$ cat src/pvd_pkg.sv
// ----------------------------------------------------------------------------
// pvd_pkg
// Shared types and constants for the prefix-length varint decoder.
// ----------------------------------------------------------------------------
package pvd_pkg;

  // Length of an encoded varint in bytes, 1 to 9.
  localparam int unsigned LenW = 4;
  localparam int unsigned ValW = 64;

  localparam logic [LenW-1:0] LenOne  = 4'd1;
  localparam logic [LenW-1:0] LenMax  = 4'd9;

  // Bias added to the payload for each length.
  localparam logic [ValW-1:0] Base2 = 64'h0000_0000_0000_0080;
  localparam logic [ValW-1:0] Base3 = 64'h0000_0000_0000_4080;
  localparam logic [ValW-1:0] Base4 = 64'h0000_0000_0020_4080;
  localparam logic [ValW-1:0] Base5 = 64'h0000_0000_1020_4080;
  localparam logic [ValW-1:0] Base6 = 64'h0000_0008_1020_4080;
  localparam logic [ValW-1:0] Base7 = 64'h0000_0408_1020_4080;
  localparam logic [ValW-1:0] Base8 = 64'h0002_0408_1020_4080;
  localparam logic [ValW-1:0] Base9 = 64'h0102_0408_1020_4080;

  // One classified byte, passed from the front end to the back end.
  typedef struct packed {
    logic            first;  // opens a new varint
    logic            last;   // closes the varint
    logic [LenW-1:0] len;    // length of the varint it belongs to
    logic [7:0]      data;   // payload bits of this byte
  } pvd_entry_t;

  // Bias for a given length; unused codes give zero.
  function automatic logic [ValW-1:0] pvd_base(input logic [LenW-1:0] len);
    logic [ValW-1:0] base;
    base = '0;
    unique case (len)
      4'd2:    base = Base2;
      4'd3:    base = Base3;
      4'd4:    base = Base4;
      4'd5:    base = Base5;
      4'd6:    base = Base6;
      4'd7:    base = Base7;
      4'd8:    base = Base8;
      4'd9:    base = Base9;
      default: base = '0;
    endcase
    return base;
  endfunction

endpackage

$ cat src/pvd_front.sv
// ----------------------------------------------------------------------------
// pvd_front
// Accepts input bytes, tracks varint framing and classifies each byte.
// ----------------------------------------------------------------------------
module pvd_front (
  input  logic               clk_i,
  input  logic               rst_ni,
  input  logic               in_valid_i,
  input  logic [7:0]         in_byte_i,
  output logic               in_stall_o,
  input  logic               q_full_i,
  output logic               push_o,
  output pvd_pkg::pvd_entry_t entry_o
);
  import pvd_pkg::*;

  logic [LenW-1:0] rem_q, rem_d;
  logic [LenW-1:0] len_q, len_d;
  logic [LenW-1:0] ones;
  logic [LenW-1:0] first_len;
  logic [7:0]      top_mask;
  logic            is_first;
  logic            found_zero;

  // Count leading one bits of the byte.
  always_comb begin
    ones       = '0;
    found_zero = 1'b0;
    for (int i = 7; i >= 0; i--) begin
      if (!found_zero && in_byte_i[i]) begin
        ones = ones + 4'd1;
      end else begin
        found_zero = 1'b1;
      end
    end
  end

  assign first_len = ones + LenOne;
  assign top_mask  = 8'hFF >> first_len;
  assign is_first  = (rem_q == '0);

  // The byte is taken whenever the queue has room.
  assign in_stall_o = q_full_i;
  assign push_o     = in_valid_i && !q_full_i;

  // Classification of the current byte.
  always_comb begin
    entry_o.first = is_first;
    if (is_first) begin
      entry_o.last = (first_len == LenOne);
      entry_o.len  = first_len;
      entry_o.data = in_byte_i & top_mask;
    end else begin
      entry_o.last = (rem_q == 4'd1);
      entry_o.len  = len_q;
      entry_o.data = in_byte_i;
    end
  end

  // Framing counters.
  always_comb begin
    rem_d = rem_q;
    len_d = len_q;
    if (push_o) begin
      if (is_first) begin
        len_d = first_len;
        rem_d = first_len - LenOne;
      end else begin
        rem_d = rem_q - 4'd1;
      end
    end
  end

  always_ff @(posedge clk_i or negedge rst_ni) begin
    if (!rst_ni) begin
      rem_q <= '0;
      len_q <= '0;
    end else begin
      rem_q <= rem_d;
      len_q <= len_d;
    end
  end

  // A varint never needs more than eight further bytes.
  a_rem_range: assert property (@(posedge clk_i) disable iff (!rst_ni)
    rem_q <= 4'd8) else $error("pvd_front: remaining count out of range");

  // While a varint is open its length covers the bytes still expected.
  a_len_covers: assert property (@(posedge clk_i) disable iff (!rst_ni)
    (rem_q != '0) |-> (len_q > rem_q && len_q <= LenMax))
    else $error("pvd_front: length does not cover remaining bytes");

  // The last byte of any varint counts the remaining bytes down to zero.
  a_last_clears: assert property (@(posedge clk_i) disable iff (!rst_ni)
    (push_o && entry_o.last) |=> (rem_q == '0))
    else $error("pvd_front: framing not closed after last byte");

endmodule

$ cat src/pvd_fifo.sv
// ----------------------------------------------------------------------------
// pvd_fifo
// Small queue of classified bytes between the front end and the back end.
// ----------------------------------------------------------------------------
module pvd_fifo #(
  parameter int unsigned Depth = 2
) (
  input  logic               clk_i,
  input  logic               rst_ni,
  input  logic               push_i,
  input  pvd_pkg::pvd_entry_t wdata_i,
  output logic               full_o,
  input  logic               pop_i,
  output logic               empty_o,
  output pvd_pkg::pvd_entry_t rdata_o
);
  import pvd_pkg::*;

  localparam int unsigned AW = (Depth > 1) ? $clog2(Depth) : 1;
  localparam int unsigned CW = $clog2(Depth + 1);

  pvd_entry_t      mem_q [Depth];
  logic [AW-1:0]   wr_ptr_q, wr_ptr_d;
  logic [AW-1:0]   rd_ptr_q, rd_ptr_d;
  logic [CW-1:0]   cnt_q, cnt_d;

  assign full_o  = (cnt_q == CW'(Depth));
  assign empty_o = (cnt_q == '0);
  assign rdata_o = mem_q[rd_ptr_q];

  // Pointer and fill count updates.
  always_comb begin
    wr_ptr_d = wr_ptr_q;
    rd_ptr_d = rd_ptr_q;
    cnt_d    = cnt_q;
    if (push_i) begin
      wr_ptr_d = (wr_ptr_q == AW'(Depth - 1)) ? '0 : wr_ptr_q + 1'b1;
    end
    if (pop_i) begin
      rd_ptr_d = (rd_ptr_q == AW'(Depth - 1)) ? '0 : rd_ptr_q + 1'b1;
    end
    if (push_i && !pop_i) begin
      cnt_d = cnt_q + 1'b1;
    end else if (!push_i && pop_i) begin
      cnt_d = cnt_q - 1'b1;
    end
  end

  always_ff @(posedge clk_i or negedge rst_ni) begin
    if (!rst_ni) begin
      wr_ptr_q <= '0;
      rd_ptr_q <= '0;
      cnt_q    <= '0;
    end else begin
      wr_ptr_q <= wr_ptr_d;
      rd_ptr_q <= rd_ptr_d;
      cnt_q    <= cnt_d;
    end
  end

  // Storage needs no reset.
  always_ff @(posedge clk_i) begin
    if (push_i) begin
      mem_q[wr_ptr_q] <= wdata_i;
    end
  end

  a_no_overflow: assert property (@(posedge clk_i) disable iff (!rst_ni)
    cnt_q <= CW'(Depth)) else $error("pvd_fifo: count above depth");

  a_no_underflow: assert property (@(posedge clk_i) disable iff (!rst_ni)
    pop_i |-> !empty_o) else $error("pvd_fifo: pop from empty queue");

  a_no_push_full: assert property (@(posedge clk_i) disable iff (!rst_ni)
    push_i |-> !full_o) else $error("pvd_fifo: push into full queue");

endmodule

$ cat src/pvd_back.sv
// ----------------------------------------------------------------------------
// pvd_back
// Gathers payload bytes, adds the length bias and holds the result.
// ----------------------------------------------------------------------------
module pvd_back (
  input  logic                          clk_i,
  input  logic                          rst_ni,
  input  logic                          q_empty_i,
  input  pvd_pkg::pvd_entry_t           entry_i,
  output logic                          pop_o,
  output logic                          out_valid_o,
  input  logic                          out_stall_i,
  output logic [pvd_pkg::ValW-1:0]      decoded_value_o,
  output logic [pvd_pkg::LenW-1:0]      encoded_length_o
);
  import pvd_pkg::*;

  logic [ValW-1:0] acc_q, acc_d;
  logic [ValW-1:0] acc_next;
  logic [ValW-1:0] val_q, val_d;
  logic [LenW-1:0] len_q, len_d;
  logic            vld_q, vld_d;
  logic            slot_free;

  // The output slot is free when empty or being taken this cycle.
  assign slot_free = !vld_q || !out_stall_i;
  assign pop_o     = !q_empty_i && (!entry_i.last || slot_free);

  // Shift the byte into the payload; a first byte starts fresh.
  assign acc_next = entry_i.first ? {{(ValW-8){1'b0}}, entry_i.data}
                                  : {acc_q[ValW-9:0], entry_i.data};

  always_comb begin
    acc_d = acc_q;
    val_d = val_q;
    len_d = len_q;
    vld_d = vld_q && out_stall_i;
    if (pop_o) begin
      acc_d = acc_next;
      if (entry_i.last) begin
        val_d = pvd_base(entry_i.len) + acc_next;
        len_d = entry_i.len;
        vld_d = 1'b1;
      end
    end
  end

  always_ff @(posedge clk_i or negedge rst_ni) begin
    if (!rst_ni) begin
      vld_q <= 1'b0;
      acc_q <= '0;
    end else begin
      vld_q <= vld_d;
      acc_q <= acc_d;
    end
  end

  always_ff @(posedge clk_i) begin
    val_q <= val_d;
    len_q <= len_d;
  end

  assign out_valid_o      = vld_q;
  assign decoded_value_o  = val_q;
  assign encoded_length_o = len_q;

  // A result is never written over one that is still stalled.
  a_no_overwrite: assert property (@(posedge clk_i) disable iff (!rst_ni)
    (pop_o && entry_i.last) |-> slot_free)
    else $error("pvd_back: result overwritten while stalled");

  // Popping a last byte always shows a result in the next cycle.
  a_result_follows: assert property (@(posedge clk_i) disable iff (!rst_ni)
    (pop_o && entry_i.last) |=> out_valid_o)
    else $error("pvd_back: missing result after last byte");

  // Result lengths stay within one to nine bytes.
  a_len_range: assert property (@(posedge clk_i) disable iff (!rst_ni)
    out_valid_o |-> (encoded_length_o >= LenOne && encoded_length_o <= LenMax))
    else $error("pvd_back: result length out of range");

endmodule

$ cat src/prefix_varint_decoder_unit.sv
// ----------------------------------------------------------------------------
// prefix_varint_decoder_unit
// Prefix-length varint decoder: one byte in per transaction, one decoded
// 64-bit value and its length out per complete varint.
// ----------------------------------------------------------------------------
//  Channel  | Direction | Handshake               | Payload
//  ---------+-----------+-------------------------+---------------------------
//  in       | input     | in_valid_i / in_stall_o | in_byte_i[7:0]
//  out      | output    | out_valid_o/ out_stall_i| decoded_value_o[63:0],
//           |           |                         | encoded_length_o[3:0]
//
//  One byte is accepted per cycle while the queue has room, set by the
//  combinational classifier and the one-byte-per-cycle accumulator in the back end.
//  A result is registered in the back end when its last byte leaves the queue;
//  a stalled result on the output can delay that.
//  Reset drops any partial varint; the next byte opens a new one.
//  Output stalls fill the queue of QueueDepth entries, then stall the input.
// ----------------------------------------------------------------------------
module prefix_varint_decoder_unit #(
  parameter int unsigned QueueDepth = 2
) (
  input  logic                          clk_i,
  input  logic                          rst_ni,
  input  logic                          in_valid_i,
  input  logic [7:0]                    in_byte_i,
  output logic                          in_stall_o,
  output logic                          out_valid_o,
  input  logic                          out_stall_i,
  output logic [pvd_pkg::ValW-1:0]      decoded_value_o,
  output logic [pvd_pkg::LenW-1:0]      encoded_length_o
);
  import pvd_pkg::*;

  pvd_entry_t push_entry;
  pvd_entry_t pop_entry;
  logic       push;
  logic       pop;
  logic       q_full;
  logic       q_empty;

  // Front end: framing and byte classification.
  pvd_front u_front (
    .clk_i      (clk_i),
    .rst_ni     (rst_ni),
    .in_valid_i (in_valid_i),
    .in_byte_i  (in_byte_i),
    .in_stall_o (in_stall_o),
    .q_full_i   (q_full),
    .push_o     (push),
    .entry_o    (push_entry)
  );

  // Queue decoupling the two halves.
  pvd_fifo #(
    .Depth (QueueDepth)
  ) u_fifo (
    .clk_i   (clk_i),
    .rst_ni  (rst_ni),
    .push_i  (push),
    .wdata_i (push_entry),
    .full_o  (q_full),
    .pop_i   (pop),
    .empty_o (q_empty),
    .rdata_o (pop_entry)
  );

  // Back end: payload accumulation, bias add and result register.
  pvd_back u_back (
    .clk_i            (clk_i),
    .rst_ni           (rst_ni),
    .q_empty_i        (q_empty),
    .entry_i          (pop_entry),
    .pop_o            (pop),
    .out_valid_o      (out_valid_o),
    .out_stall_i      (out_stall_i),
    .decoded_value_o  (decoded_value_o),
    .encoded_length_o (encoded_length_o)
  );

endmodule

$ cat config.mk
export PLATFORM = sky130hd
export DESIGN_NAME = prefix_varint_decoder_unit
export DESIGN_NICKNAME = d
export VERILOG_FILES = /design/src/pvd_pkg.sv /design/src/pvd_front.sv /design/src/pvd_fifo.sv /design/src/pvd_back.sv /design/src/prefix_varint_decoder_unit.sv
export SDC_FILE = /design/constraint.sdc
export NUM_CORES = 1
export LEC_CHECK = 0
export BUFFER_PORTS_ARGS = -buffer_cell sky130_fd_sc_hd__buf_4
export CAP_MARGIN = 20
export CORE_MARGIN = 2
export CORE_UTILIZATION = 60
export CTS_CLUSTER_DIAMETER = 80
export DETAILED_ROUTE_END_ITERATION = 12
export GPL_TIMING_DRIVEN = 0
export PLACE_DENSITY = 0.81
export SLEW_MARGIN = 10
export SYNTH_ARGS = -nofsm -noshare
export SYNTH_HDL_FRONTEND = slang
export SYNTH_SLANG_ARGS = --single-unit
$ cat constraint.sdc
create_clock -name clk_i -period 6.7 [get_ports clk_i]
set_clock_uncertainty 0.1 [all_clocks]
set_input_delay 0.67 -clock clk_i [delete_from_list [all_inputs] [get_ports clk_i]]
set_output_delay 0.67 -clock clk_i [all_outputs]
set_load 0.01 [all_outputs]
Word-level counts from Yosys, hierarchy flattened:

Memories as Yosys holds them, arrays and structs flattened.
Cells that the tools add are included.

* muxes and demuxes: 28
* div/mod/pow operators: 0
* add/sub/neg operators: 15
* equal/unequal tests: 3
* bitwise operators: 1
* $lt $le $gt $ge: 0
* multiply operators: 0
* shift operators: 1
* reduce and logical (&&, ||, !) cells: 32

Operators with widths (count)
* two-way mux 64 bit: 3
* adder 64 bit: 1
* adder 4 x 1 -> 4 bit, second input constant: 8
* two-way mux 4 bit: 8
* two-way mux 1 bit: 14
* zero test 1 bit: 13
* two-way mux 13 bit: 1
* logical AND 1 bit: 12
* bitwise AND 8 bit: 1
* == test 4 x 1 -> 1 bit, second input constant: 2
* right shift 8 x 4 -> 8 bit, first input constant: 1
* subtractor 4 x 1 -> 4 bit, second input constant: 2
* zero test 4 bit: 1
* two-way mux 2 bit: 2
* AND reduction 2 bit: 2
* adder 1 bit, second input constant: 2
* adder 2 x 1 -> 2 bit, second input constant: 1
* == test 2 bit, second input constant: 1
* zero test 2 bit: 1
* logical OR 1 bit: 2
* nonzero test 2 bit: 1
* subtractor 2 x 1 -> 2 bit, second input constant: 1

* bits in writable memories: 28
* word-level logic and storage cells: 91
* flip-flop bits (word level): 137
* memory bits (read-only): 128
* bits of input ports: 12
* memories: 2
* latch bits: 0

Memories
* (no name shown): depth 16, bits a word 8, read ports 1, clocked after Yosys merged registers in 0, write ports 0, RTL line pvd_pkg.sv:36 `unique case (len)`
* u_fifo.mem_q: depth 2, bits a word 14, read ports 1, clocked after Yosys merged registers in 0, write ports 1, RTL line pvd_fifo.sv:22 `pvd_entry_t mem_q [Depth];`

Longest topological paths before layout:

Gate-level depths: netlist of run 1.

* word-level depth: 24
* mapped depth: 19
* depth with buffers taken out: 19

Modules after synthesis:

A second synthesis of run 1 with hierarchy kept.

* cell total of the unflattened synthesis: 862
* area, all modules: 8808.4 um^2

By module, submodules not included
* pvd_back: area each 6471.2 um^2, cells an instance 652, times used 1
* pvd_fifo: area each 1249.9 um^2, cells an instance 60, times used 1
* pvd_front: area each 1087.3 um^2, cells an instance 150, times used 1

Worst setup path before layout of run 1:

OpenSTA, ideal clock, no wires.

* path kind: flip-flop to flip-flop
* start: register u_fifo.rd_ptr_q
* end: register u_back.val_q[0], in the netlist u_back.decoded_value_o[0], enable pin
* arrival: 4.018 ns
* cell stages (with the launch flop): 6
* setup slack: 2.087 ns
* library setup time: 0.495 ns
* path buffers: 2
* period minus slack after synthesis: 4.613 ns
* cells stage by stage: dfrtp_1 buf_6 mux2i_1 o22ai_1 clkbuf_1 nor2_1

* cells in the longest elaborated chain, start to end: 5

Ends and longest elaborated chain
* start, declared: RTL line pvd_fifo.sv:24 `logic [AW-1:0] rd_ptr_q, rd_ptr_d;`
* start signal, assigned: RTL line pvd_fifo.sv:56 `rd_ptr_q <= rd_ptr_d;`
* memory (2 x 14 bit) (*)
* zero test 1 bit: RTL line pvd_back.sv:27 `assign pop_o = !q_empty_i && (!entry_i.last || slot_free);`
* logical OR 1 bit: RTL line pvd_back.sv:27
* logical AND 1 bit: RTL line pvd_back.sv:27
* AND reduction 2 bit (no source line) (*)
* end signal, assigned: RTL line pvd_back.sv:59 `val_q <= val_d;`
* end, declared: RTL line pvd_back.sv:20 `logic [ValW-1:0] val_q, val_d;`

Mark *: on every way between the ends. The rest lies on a longest branch, timed or not.
A chain may end at the register's enable or synchronous reset.

Final worst setup path of run 1:

* start: register u_fifo.rd_ptr_q
* end: register u_back.val_q[40], in the netlist u_back.decoded_value_o[40] (data pin)

* elaborated cells on any way between the ends: 6
* those cells by class: 1 x add/sub; 3 x mux; 2 x memory

RTL lines
* memory (2 x 14 bit)
* two-way mux 64 bit: RTL line pvd_back.sv:30 `assign acc_next = entry_i.first ? {{(ValW-8){1'b0}}, entry_i.data}`
* net u_back.acc_next[14]: RTL line pvd_back.sv:19 `logic [ValW-1:0] acc_next;`
* adder 64 bit: RTL line pvd_back.sv:41 `val_d = pvd_base(entry_i.len) + acc_next;`

The timed path passes the listed nets, and every way through them passes these cells. The select of a mux whose other input is x is not followed.

==> results of run 1 <==
## registers in the layout, summed over array words and instances, names as in the netlist, 2 cells and up
name / count
u_back.decoded_value_o: 64
u_back.acc_q: 56
u_fifo.mem_q: 28
u_front.rem_q: 4
u_fifo.cnt_q: 2
u_back.encoded_length_o: 4
u_front.len_q: 4
## power by group
part / internal, mW / switching (mW) / leakage (nW)
registers: 1.62 / 0.268 / 1.83
clock network: 0.512 / 0.404 / 0.266
logic: 0.709 / 1.09 / 1.88
total: 2.84 / 1.76 / 3.98
## per-stage QoR
step                power (mW)  hold WS [ns]
global placement          3.56         0.359
floorplan                 2.90         0.274
finish                    4.60         0.278
detailed placement        3.68         0.366
global route              4.86         0.347
CTS                       4.60         0.302
## critical path, delay by kind of cell, from the launching register on
family                   cells  cell delay (ns)
multiplexers                 1             0.45
XOR/XNOR                     1             0.21
flip-flops                   1             0.34
AO/OA/AOI/OAI                3             1.28
AND/OR/NAND/NOR              4             0.63
buffers and inverters        3             1.09
adder cells (fa/ha/maj)      1             0.27
## final cells by class
cell class	instances	share of cell area, %
Sequential cell	165	47.2
Multi-Input combinational cell	559	36.0
Timing Repair Buffer	84	6.78
Clock buffer	17	4.35
Tap cell	180	2.30
Clock inverter	15	1.31
Buffer	30	1.24
Inverter	23	0.883
## cells in the mapped netlist, types with 3 or more instances
cell type                  number  area, µm²
sky130_fd_sc_hd__xor2_1        33        289
sky130_fd_sc_hd__and3_1        10       62.6
sky130_fd_sc_hd__o21a_1         3       22.5
sky130_fd_sc_hd__o21ai_0       57        285
sky130_fd_sc_hd__ha_1          23        288
sky130_fd_sc_hd__a31oi_1        9       56.3
sky130_fd_sc_hd__mux2_2        30        338
sky130_fd_sc_hd__o211ai_1       3       22.5
sky130_fd_sc_hd__buf_1          3       11.3
sky130_fd_sc_hd__a21boi_1       3       22.5
sky130_fd_sc_hd__a21o_1         5       37.5
sky130_fd_sc_hd__nand2b_1       6       37.5
sky130_fd_sc_hd__nand2_1      140        526
sky130_fd_sc_hd__inv_1         23       86.3
sky130_fd_sc_hd__dfrtp_1       69       1730
sky130_fd_sc_hd__clkbuf_1      25       93.8
sky130_fd_sc_hd__nand3b_1       4       30.0
sky130_fd_sc_hd__nor3_1        10       50.1
sky130_fd_sc_hd__or3_1          8       50.1
sky130_fd_sc_hd__nor2b_1       12       75.1
sky130_fd_sc_hd__and4_1         5       43.8
sky130_fd_sc_hd__nand4_1       13       81.3
sky130_fd_sc_hd__nand4b_1       4       35.0
sky130_fd_sc_hd__nand3_1       20        100
sky130_fd_sc_hd__and2_1        14       87.6
sky130_fd_sc_hd__nor2_1        48        180
sky130_fd_sc_hd__edfxtp_1      96       2880
sky130_fd_sc_hd__o21ai_1       13       65.1
sky130_fd_sc_hd__a21oi_1       18       90.1
sky130_fd_sc_hd__xnor2_1       16        140
sky130_fd_sc_hd__o21bai_1       3       22.5
sky130_fd_sc_hd__or4_1          3       22.5
sky130_fd_sc_hd__nor4_1         4       25.0
sky130_fd_sc_hd__mux2i_1        6       60.1
## worst paths after layout
| check | cells after the start | slack (ns) | from | end |
|---|---|---|---|---|
| max | 13 | 2.07 | u_fifo.rd_ptr_q$_DFFE_PN0P_ | u_back.decoded_value_o[40]$_DFFE_PP_ |
| min | 1 | 0.28 | rst_ni | u_back.acc_q[1]$_DFFE_PN0P_ |
| max reg2reg | 13 | 2.07 | u_fifo.rd_ptr_q$_DFFE_PN0P_ | u_back.decoded_value_o[40]$_DFFE_PP_ |
| min reg2reg | 2 | 0.38 | u_back.acc_q[13]$_DFFE_PN0P_ | u_back.acc_q[13]$_DFFE_PN0P_ |
| max in group asynchronous | 1 | 5.63 | rst_ni | u_back.acc_q[24]$_DFFE_PN0P_ |
| min in group clk_i | 2 | 0.38 | u_back.acc_q[13]$_DFFE_PN0P_ | u_back.acc_q[13]$_DFFE_PN0P_ |
## routing by layer
metal	GRT usage, %	wire length, µm
met1	32.4	7370
met2	46.8	9840
met3	5.57	1360
met4	14.4	736
met5	0	0
## cells by family (layout without fill, tap and decap cells)
family                   Yosys count  count (layout)
adder cells (fa/ha/maj)           23              23
XOR/XNOR                          49              49
AO/OA/AOI/OAI                    139             139
multiplexers                      37              37
flip-flops                       165             165
buffers and inverters             53             169
AND/OR/NAND/NOR                  311             311
==> summary by stage, run 1 <==
Finish
Leaving out fill and tap cells, the most frequent cell in the layout is sky130_fd_sc_hd__nand2_1. The final layout contains 915 nets. The final cell area excluding filler cells is 9770 µm².

In the final layout, the multi-input gates occupy 3520 µm². The final core area utilization is 71.2%. The number of inserted filler cells in the final layout is 958.

In the layout the commonest cells are sky130_fd_sc_hd__nand2_1, sky130_fd_sc_hd__edfxtp_1, sky130_fd_sc_hd__buf_4. The number of antenna diodes in the final layout is 0. Cells with a size suffix above 1 make up 17.7% of the layout. The sequential cell area is 4610 µm². The growth of design area from synthesis to finish is 17.4%. The finished layout holds 1073 standard cells, fillers aside.

Logic synthesis
The fraction of synthesized area in multiplexers is 5.05%. The cell count after synthesis came out at 777. Of the synthesized area, sequential elements account for 55.4%. The distinct cell type count after synthesis is 65. By area, the combinational part of the netlist is dominated by simple AND/OR/NAND/NOR gates. After synthesis the netlist holds a flip-flop and latch count of 165.

For this run, the number of Yosys warnings is 0. For this run, asynchronously set or reset flops after synthesis account for 41.8%. The synthesized design contains 96 enable-type register cells. The most used flip-flop cell after synthesis is sky130_fd_sc_hd__edfxtp_1.

The synthesized netlist devotes 5.15% of its cell area to XOR and XNOR gates. The synthesized-area fraction occupied by and/or/nand/nor cells is 18.1%. Of the total synthesized cell area, the portion taken by full adders, half adders and majority gates is 3.46%.

The post-synthesis area per instance is 10.7 µm². When the netlist entered floorplanning its net count stood at 812. Summing the areas of all compound-gate instances in the mapped netlist gives 10.4% of the synthesized area. The cell area after technology mapping is 8330 µm².

Place
The HPWL after detailed placement is 14000 µm. The instance count after placement with tap cells included is 1039. Summing all placed instances gives a cell area of 9210 µm². The count of buffers from port buffering is 80. The placer congestion estimate is 0.954.

At the placement stage, the worst setup path has a slack of 1.92 ns.

STA
For the finished layout, the period the worst path requires is 4.63 ns. The setup total negative slack is 0 ns. In the post-route analysis, the smallest setup slack over all paths is 2.07 ns. Setup repair after global routing left no endpoint under its margin. Static timing analysis puts the maximum clock frequency at 0.216 GHz. After layout, the worst path uses 69.1% of the clock period. The actual transition at the worst max-transition pin is 0.926 ns. The normalized max-slew margin is 38.3%. The count of final hold-check violations was 0. Setup violations remaining at the end of the flow were counted as 0.

The final-report max-slew violation count is 0.

Die
The placeable core region is 13700 µm². The die is 122 µm wide. The count of boundary I/O pins is 82.

The initial cell density of the core is 60.7%. The die footprint is 14800 µm². The number of placement rows is 43.

The height of the die is 122 µm.

Clock tree
The CTS tree is built. The clock insertion delay at the later pin of the skew report is 0.43 ns. The H-tree level count is 4.

The quantity of hold-fixing buffers added after cts is 0. After clock tree synthesis, the clock-pin slew on the worst setup and hold paths is 0.06 ns. The root buffer cell is sky130_fd_sc_hd__clkbuf_16.

The post-CTS setup buffer count is 0. The quantity of gates resized following cts is 0. The number of clock buffers added by TritonCTS is 17. The number of sinks handled by clock tree synthesis is 165.

No sink is reached through more buffers than the 2 on the longest clock path.

Outcome
The flow ran to the end, and the final reports show no timing, DRC or antenna violations.

Global routing
Entering global routing, the biggest net connects 70 pins. The global route total overflow is 0. The number of antenna violations at the first check in global routing was 0. The first global-routing pass estimated 30900 µm of wire. The number of global-route vias before repair is 6388. In the global route stage, overall resource usage came out at 27.3%.

Worst setup path
The most frequent cell on the critical path is sky130_fd_sc_hd__clkbuf_1. Walking the worst path, the cells encountered are buf_6, mux2i_4, clkbuf_1, clkbuf_1, and2_1, ha_1, and4_1, a21o_1, a31o_2, a31oi_1, nor2b_1, xnor2_1, nor2_1. The largest single stage delay on the critical path is 0.74 ns. The type of element capturing the critical path is a register. The worst setup path is launched from a register. The largest fanout on the critical path is 10. The path type of the worst setup path is register to register.

The library cell contributing the largest single delay on the critical path is sky130_fd_sc_hd__a31oi_1. The required time at the worst-slack endpoint is 6.77 ns. The critical path data arrival time is 4.70 ns.

Pwr
In this run the power density over the cells is 471 nW/µm². The peak supply drop is 0.314 mV. Summed over all cells, the static leakage comes to 3.98 nW.

Drt
The number of optimization iterations in the first detailed-route pass is 5. Dividing the detail-routed via count by the number of cells gives 6.02. The wire length after detailed routing is 19300 µm.

In the routed design, unresolved DRC markers number 0. The average wire per cell in the routed design is 18.0 µm. The final antenna-violating net count is 0.

The number of vias in the routed layout is 6462. The DRC violation total after the first TritonRoute iteration is 724.

Job
The number of maximum-capacitance constraint violations is 0.

Min path
The path class of the tightest hold or removal check is primary input to asynchronous set/reset pin.
Note: power is estimated with default switching activity, not from simulation.
==> inputs of run 2 (changes only) <==
- CORE_UTILIZATION: 60 -> 59
- PLACE_DENSITY: 0.81 -> 0.8
- clock period: 6.7 -> 4.47 ns (I/O delays scaled with it)
==> run 2 against run 1 <==
Hold slack got worse by 0.22 ns. Core utilization fell by 0.35 points. Clock power rose by 54%. Clock-buffer cell count rose by 7. Non-clock buffer count fell by 1. Sequential power rose by 50%. Worst setup slack got worse by 1.9 ns. Highest routed layer unchanged. Maximum frequency rose by 8.4%. First-iteration DRC count rose by 19%. Global-route usage fell by 0.65 points.
==> summary by stage, run 2 (synthesis gave the netlist of run 1 again) <==
Clock tree
The number of sinks handled by clock tree synthesis is 165 (unchanged). The buffer depth of the longest clock path came to 2 (unchanged). The root buffer cell is sky130_fd_sc_hd__clkbuf_16.

The CTS tree is built. The quantity of hold-fixing buffers added after cts is 0 (unchanged). The H-tree level count is 4 (unchanged). The clock insertion delay at the later pin of the skew report is 0.43 ns (about the same). The number of CTS-inserted buffers came to 17 (unchanged).

The clock-pin transition on the worst setup and hold timing paths is 0.06 ns (about the same). The post-CTS setup buffer count was 0 (unchanged).

Drt
The number of vias in the routed layout is 6449 (-0.20%). The final antenna-violating net count is 0 (unchanged). The wire length after detailed routing is 19400 µm (+0.61%). The number of DRC violations after detailed routing is 0 (unchanged). The average wire per cell in the routed design came to 18.1 µm (+0.70%). The DRC violation total after the first TritonRoute iteration is 861 (+19%). The average via count per standard cell came to 6.02 (-0.11%). The number of optimization iterations in the first detailed-route pass is 7 (+2).

Global routing
The number of antenna violations at the first check in global routing is 0 (unchanged). The wire length of the first global-routing pass came to 30400 µm (-1.7%). The pin count of the biggest net entering global routing was 70 (unchanged). The global route total overflow is 0 (unchanged). The number of global-route vias before repair is 6208 (-2.8%). The combined global-route utilization of all metal layers is 26.6% (-0.65 points).

Finish
The flip-flop count of the largest register after layout is 64 (unchanged). Relative to the synthesized area, the layout overhead comes to 17.7%. The final cell area excluding filler cells is 9800 µm² (+0.29%).

The number of antenna repair diodes is 0 (unchanged). The final cell count without fillers is 1072 (-0.093%). The number of inserted filler cells in the final layout is 972 (+1.5%). The fraction of final layout cells sized beyond drive strength 1 came to 17.7% (+0.020 points). The final layout net count is 914 (-0.11%). The sequential cell area is 4610 µm² (unchanged). The area of combinational cells with multiple inputs is 3540 µm² (+0.57%). The top cell types in the final layout, fill and taps aside, are sky130_fd_sc_hd__nand2_1, sky130_fd_sc_hd__edfxtp_1, sky130_fd_sc_hd__buf_4. Leaving out fill and tap cells, the most frequent cell in the layout is sky130_fd_sc_hd__nand2_1.

Worst setup path
The largest fanout on the critical path was 10 (unchanged). The signal on the critical path passes through buf_6, mux2i_4, clkbuf_2, buf_1, clkbuf_2, and2_1, ha_1, clkbuf_1, and2_1, nor2_1, o211a_1, o31ai_1, nand2_1, or4_1, nand2_1. The startpoint kind of the worst setup timing path is a register. The startpoint of the most critical register-to-register path is u_fifo.rd_ptr_q$_DFFE_PN0P_. The cell count of the worst reg-to-reg path is 15 (+2). The type of element capturing the critical path is a register. The required time at the worst-slack endpoint came to 4.67 ns (-2.10 ns). The critical path data arrival time was 4.47 ns (-0.23 ns). The path type of the worst setup path is register to register.

The largest stage delay on the critical path is 0.47 ns (-0.27 ns). The library cell contributing the largest single delay on the critical path is sky130_fd_sc_hd__mux2i_4. The launch point of the worst path is u_fifo.rd_ptr_q$_DFFE_PN0P_. The reg-to-reg critical path endpoint is u_back.decoded_value_o[62]$_DFFE_PP_. The reg2reg setup slack is 0.20 ns (-1.87 ns).

Die
The die footprint is 15100 µm² (+1.6%). The number of placement rows is 43 (unchanged). The height of the die is 123 µm (+0.82%). The placeable core region was 13800 µm² (+0.78%). The floorplan die width is 123 µm (+0.82%). The initial cell density of the core is 60.2% (-0.47 points). The count of boundary I/O pins was 82 (unchanged).

STA
The clock period minus worst slack was 4.27 ns (-0.359 ns). The post-route fraction of the period consumed by the critical path came to 95.6% (+26 points). The final number of setup-violating endpoints is 0 (unchanged). The final setup slack of the worst path was 0.197 ns (-1.87 ns). The final-report max-slew violation count is 0 (unchanged). The count of final hold-check violations is 0 (unchanged).

The achievable frequency was 0.234 GHz (+8.4%). Setup repair after global routing left no endpoint under its margin. The actual transition at the worst max-transition pin was 0.920 ns (-0.00576 ns). The normalized max-slew margin is 38.7% (+0.38 points).

Pwr
The peak supply drop was 0.384 mV (+22%). The leakage power came to 3.99 nW (+0.47%). The power per standard cell area is 706 nW/µm² (+50%).

Place
The post-place instance area is 9200 µm² (about the same). The pre-CTS worst setup slack is -0.0468 ns (-1.97 ns). The count of buffers from port buffering came to 80 (unchanged).

The instance count after placement with tap cells included came to 1039 (unchanged). The placer congestion estimate is 0.915 (-4.1%). The half-perimeter wire length after placement is 13800 µm (-1.2%).

Min path
The worst min-delay path category is primary input to asynchronous set/reset pin.

Job
The number of maximum-capacitance constraint violations is 0 (unchanged).

Outcome
The run finished with clean final reports.
## run 2: cell types whose count changed in the layout (fill, tap and decap cells not counted), sizes merged
cell      change
clkinv        -1
bufinv        +1
clkbuf        +6
clkinvlp      -1
inv           -6
## run 2: worst max path at each step
stage | to | slack, ns | cells after the start
floorplan | u_front.rem_q[2]$_DFFE_PN0P_ | 0.43 | 19
global placement | u_back.decoded_value_o[40]$_DFFE_PP_ | -0.0009 | 13
detailed placement | u_fifo.mem_q[1][3]$_DFFE_PP_ | -0.05 | 20
CTS | u_back.decoded_value_o[61]$_DFFE_PP_ | 0.15 | 12
global route | u_back.decoded_value_o[61]$_DFFE_PP_ | 0.1 | 12
finish | u_back.decoded_value_o[62]$_DFFE_PP_ | 0.20 | 15
## run 2: power breakdown
part	total [mW]	internal [mW]	switching, mW
Clock	1.41	0.850	0.564
Combinational	2.69	1.06	1.64
Sequential	2.82	2.42	0.397
Total	6.93	4.33	2.60
## run 2: routing by layer
layer / vias up / GRT usage [%] / wire length, µm
met1: 3166 / 32.9 / 7650
met5: - / 0 / 0
li1: 2983 / - / -
met3: 42 / 5.44 / 1330
met2: 258 / 45.0 / 9980
met4: 0 / 12.2 / 459
## run 2: timing repair
item | in CTS | in global routing
gates cloned | 0 | 0
endpoints found under the setup margin | 7 | 4
pin swaps | 0 | 0
gates resized for setup | 2 | 6
## run 2: area by class of cell
class                      count  share of cell area [%]
timing repair buffer          83                    6.61
inverter                      23                   0.881
clock inverter                 8                    1.03
tap                          180                    2.30
multi-input combinational    559                    36.1
clock buffer                  24                    4.81
sequential                   165                    47.0
buffer                        30                    1.28
## run 2: worst max-delay path: cells and delay by family (launching register included)
family	cells	cell delay (ns)
muxes	1	0.47
and+or+nand+nor	6	1.18
DFF	1	0.36
buffers and inverters	5	1.67
AOI/OAI and AO/OA	2	0.23
adders and majority gates	1	0.14
## run 2: stage by stage
| stage | setup TNS [ns] | utilization [%] | total power [mW] | hold WS, ns |
|---|---|---|---|---|
| 2_1_floorplan | 0 | - | 4.34 | 0.0514 |
| 3_3_place_gp | -0.000858 | 66.2 | 5.33 | 0.359 |
| 3_5_place_dp | -0.166 | 66.5 | 5.48 | 0.366 |
| 4_1_cts | 0 | 70.7 | 6.91 | 0.0846 |
| 5_1_grt | 0 | 70.9 | 7.31 | 0.126 |
| 6_report | 0 | 70.9 | 6.93 | 0.0549 |
